===== src/hdl/uvs_pkg.sv =====
// Shared types and constants of the UV sphere vertex generator.
package uvs_pkg;

  localparam int IDX_W = 10;
  localparam int RAD_W = 16;
  localparam int POS_W = 17;
  localparam int NORM_W = 16;
  localparam int TEX_W = 17;
  localparam int ANG_W = 32;
  localparam int APB_AW = 4;
  localparam int APB_DW = 32;

  localparam logic [IDX_W-1:0] MAX_SEGMENTS = IDX_W'(1023);
  localparam logic [IDX_W-1:0] MIN_SLICES = IDX_W'(3);
  localparam logic [IDX_W-1:0] MIN_STACKS = IDX_W'(2);

  localparam logic [RAD_W-1:0] RADIUS_RESET = RAD_W'(256);
  localparam logic [IDX_W-1:0] SLICES_RESET = IDX_W'(16);
  localparam logic [IDX_W-1:0] STACKS_RESET = IDX_W'(16);

  localparam logic [1:0] REG_RADIUS = 2'd0;
  localparam logic [1:0] REG_SLICES = 2'd1;
  localparam logic [1:0] REG_STACKS = 2'd2;

  // Long division of index by count: one integer bit and DIV_FRAC_BITS fraction bits.
  localparam int DIV_FRAC_BITS = 33;
  localparam int DIV_BITS = 3;
  localparam int DIV_STAGES = DIV_FRAC_BITS / DIV_BITS;
  localparam int QUO_W = DIV_FRAC_BITS + 1;

  // Sine and cosine in Q2.30.
  localparam int FRAC_W = 30;
  localparam int HORNER_STEPS = 4;
  localparam int SC_STAGES = 3 + 2 * HORNER_STEPS;
  localparam logic [FRAC_W:0] Q30_ONE = 31'h4000_0000;
  localparam logic [FRAC_W:0] HALF_PI_Q30 = 31'd1686629713;
  localparam int unsigned SIN_DIV [HORNER_STEPS] = '{72, 42, 20, 6};
  localparam int unsigned COS_DIV [HORNER_STEPS] = '{90, 56, 30, 12};

  typedef struct packed {
    logic             err;
    logic [TEX_W-1:0] tex_u;
    logic [TEX_W-1:0] tex_v;
  } side_t;

  // Shift right with rounding half away from zero.
  function automatic logic signed [63:0] round_away(input logic signed [63:0] v,
                                                   input int unsigned sh);
    logic [63:0] m;
    m = v[63] ? 64'(-v) : 64'(v);
    m = (m + (64'd1 << (sh - 1))) >> sh;
    return v[63] ? -$signed(m) : $signed(m);
  endfunction

endpackage


===== src/hdl/uvs_div.sv =====
// Pipelined restoring divider giving index/count as a fixed-point fraction.
module uvs_div (
  input  logic                            clk,
  input  logic [uvs_pkg::DIV_STAGES-1:0]  en,
  input  logic [uvs_pkg::IDX_W-1:0]       num,
  input  logic [uvs_pkg::IDX_W-1:0]       den,
  output logic [uvs_pkg::QUO_W-1:0]       quo
);

  logic [uvs_pkg::IDX_W-1:0] rem_r [uvs_pkg::DIV_STAGES];
  logic [uvs_pkg::QUO_W-1:0] quo_r [uvs_pkg::DIV_STAGES];

  for (genvar k = 0; k < uvs_pkg::DIV_STAGES; k++) begin : g_stage
    logic [uvs_pkg::IDX_W-1:0] rem_in;
    logic [uvs_pkg::IDX_W-1:0] rem_w;
    logic [uvs_pkg::QUO_W-1:0] quo_in;
    logic [uvs_pkg::QUO_W-1:0] quo_w;

    if (k == 0) begin : g_first
      // The index never exceeds the count, so the integer part is one bit.
      always_comb begin
        if (num >= den) begin
          rem_in = num - den;
          quo_in = uvs_pkg::QUO_W'(1);
        end else begin
          rem_in = num;
          quo_in = '0;
        end
      end
    end else begin : g_next
      assign rem_in = rem_r[k-1];
      assign quo_in = quo_r[k-1];
    end

    always_comb begin
      logic [uvs_pkg::IDX_W:0] dbl;
      rem_w = rem_in;
      quo_w = quo_in;
      for (int b = 0; b < uvs_pkg::DIV_BITS; b++) begin
        dbl = {rem_w, 1'b0};
        if (dbl >= {1'b0, den}) begin
          rem_w = uvs_pkg::IDX_W'(dbl - {1'b0, den});
          quo_w = {quo_w[uvs_pkg::QUO_W-2:0], 1'b1};
        end else begin
          rem_w = dbl[uvs_pkg::IDX_W-1:0];
          quo_w = {quo_w[uvs_pkg::QUO_W-2:0], 1'b0};
        end
      end
    end

    always_ff @(posedge clk) begin
      if (en[k]) begin
        rem_r[k] <= rem_w;
        quo_r[k] <= quo_w;
      end
    end
  end

  assign quo = quo_r[uvs_pkg::DIV_STAGES-1];

endmodule


===== config.mk =====
export PLATFORM = sky130hd
export DESIGN_NAME = uvs_div
export DESIGN_NICKNAME = d
export VERILOG_FILES = /design/src/hdl/uvs_pkg.sv /design/src/hdl/uvs_div.sv
export SDC_FILE = /design/constraint.sdc
export NUM_CORES = 1
export LEC_CHECK = 0
export BUFFER_PORTS_ARGS = -buffer_cell sky130_fd_sc_hd__buf_2
export CAP_MARGIN = 10
export CORE_ASPECT_RATIO = 0.75
export CORE_UTILIZATION = 35
export CTS_BUF_LIST = sky130_fd_sc_hd__clkbuf_2
export DETAILED_ROUTE_END_ITERATION = 8
export GPL_TIMING_DRIVEN = 0
export MAX_ROUTING_LAYER = met4
export SETUP_SLACK_MARGIN = 0.4
export SLEW_MARGIN = 25
export SYNTH_ARGS = -nofsm -noshare
export SYNTH_HDL_FRONTEND = slang
export SYNTH_SLANG_ARGS = --single-unit

===== constraint.sdc =====
create_clock -name clk -period 12.9 [get_ports clk]
set_input_delay 2.58 -clock clk [delete_from_list [all_inputs] [get_ports clk]]
set_output_delay 2.58 -clock clk [all_outputs]
set_load 0.01 [all_outputs]

==> metrics.cfg <==
[run_status]
status=finished, final reports clean

[timing]
hold_ws_ps=322
tightest_slew_ps=1130
drv_slew=0
slew-limit-headroom=0.248
finalCritPeriodShare=0.929
hold_viol_final=0
skew_ps=161
fmax_mhz=83.4
fin_crit_ps=11990
rsz0062_at_grt=no
setup_viol=0

[finish]
instances_no_fill=3804
n_fill_cell=7313
drive_above_1_share=0.152
final_util=0.389
syn2layout_area_growth_pct=9.24
final_nets=3143

[synthesis]
ys_top_cells_by_area=edfxtp_1, ha_1, mux2_2, xnor2_1, a21oi_1
ys_types=80
yosysSeqAreaShare=0.352
syn_avg_cell_area_um2=10.0
synth_most_common_cell=ha_1
ys_top_cells_by_count=ha_1, edfxtp_1, nor2_1
synth-seq-cells=309
syn_area_um2=26300
synth_top_flop_cell=edfxtp_1
synth-async-reset-ratio=0
syn_nets=2987
synth_top_area_frac=0.352
yosysWarningCount=0
synthCells=2625
yosysTopAreaCell=edfxtp_1
synth_edf_count=309

[global_route]
antenna_found_initial=2
track_usage=0.186
grt_pass1_vias=19683
grt_first_pass_wirelength_um=110000
grt_overflow_total=0
grt_max_degree=42

[detailed_routing]
drcViolationCount=0
detail_route.wl_per_cell_um=18.2
wl_um=69300
route.vias.total=20760
via_per_inst=5.46
drtIter0Drc=1438
antenna_left=0
drt-pass1-iter-count=5

[worst_setup_path]
startpoint_type=input pin
required_ps=13760
r2r_start=rem_r[1][7]
crit_top_cell=ha_1
critPathMaxStageDelay_ps=490
cpLargestDelayFamily=compound AO/OA/AOI/OAI gates
cp_slowest_cell=buf_2
crit_buf_inv=5
cp-end-kind=flip-flop
worstPathMaxFanout=14
cp.arrival_ps=12840
setup.worst_path.class=in -> reg
crit_start=den[0]

[clock_tree]
cts_setup_buffers=0
cts_tree=yes
clkTransAtPathRegs_ps=120
clockBufferDepth=3
cts_resized=0
clock-sinks=309
h-tree-depth=3
holdBufCountCts=0
root_buffer=clkbuf_2
clk_latency_ps=1150
cts-buffers-inserted=81

[worst_hold_path]
hold_path_class=reg -> reg
hold_start=quo_r[3][0]

[placed_design]
dp_cells=3666
dpl.hpwl_um=49700
portBuffers=65
gp_congestion=0.896

[flow_run]
max_cap_viol_count=0

[floorplanning]
num_rows=86
die_y_um=240
die_area_um2=76300
die_w_um=319
core_area_um2=73900
io_pins=66
start_util=0.356

-- area by class of cell --
type,instances,area (µm²),share of cell area
Antenna cell,2,5.00,0.000174
Buffer,42,184,0.00639
Clock buffer,102,510,0.0177
Clock inverter,34,189,0.00657
Inverter,127,492,0.0171
Multi-Input combinational cell,2147,16400,0.570
Sequential cell,309,9280,0.323
Tap cell,968,1210,0.0421
Timing Repair Buffer,73,495,0.0172
-- flip-flops by register name, indices dropped and copies added, names as in the netlist --
| name | flops |
|---|---|
| rem_r | 100 |
| quo_r | 209 |
-- cells by family (layout without fill, tap and decap cells) --
logic type | after synthesis | after routing | synth area share
other | 0 | 2 | 0
buffers and inverters | 169 | 378 | 0.0249
multiplexers | 195 | 195 | 0.0819
adder cells (fa/ha/maj) | 330 | 330 | 0.160
AO/OA/AOI/OAI | 735 | 735 | 0.185
AND/OR/NAND/NOR | 685 | 685 | 0.128
flip-flops | 309 | 309 | 0.352
XOR/XNOR | 202 | 202 | 0.0672
-- layout by cell type (no fill, tap or decap), types with 61 or more instances in the layout --
| master | count |
|---|---|
| ha_1 | 318 |
| edfxtp_1 | 309 |
| nor2_1 | 197 |
| a21oi_1 | 187 |
| mux2_2 | 163 |
| o21ai_0 | 149 |
| nand2_1 | 134 |
| xnor2_1 | 133 |
| inv_1 | 112 |
| a21o_1 | 105 |
| clkbuf_2 | 103 |
| buf_2 | 78 |
| nor3_1 | 70 |
| xor2_1 | 69 |
| nor2b_1 | 62 |
| o21a_1 | 61 |
-- metrics by stage --
stage	setup slack [ps]	instance area [µm²]	TNS, ps
after floorplan	1830	26300	0
after global placement	-1200	27900	-28920
after detailed placement	-355	28100	-3070
after CTS	856	28800	0
after global routing	451	28800	0
final	911	28800	0
-- worst paths after layout --
kind	to	slack, ps	depth (start not counted)
max reg2reg	rem_r[2][8]	4760	27
max	rem_r[0][3]	910	37
min	quo_r[4][3]	320	0
min reg2reg	quo_r[4][3]	320	0
-- per-layer routing --
layer	GRT usage	vias up	share of wire
met5	-	-	0
met2	0.264	514	0.41
met3	0.0286	100	0.055
li1	-	10362	-
met1	0.271	9784	0.52
met4	0.0518	0	0.020
Power is not shown: default switching activity piles up to over one toggle a cycle in this logic, so the estimate is an artifact.
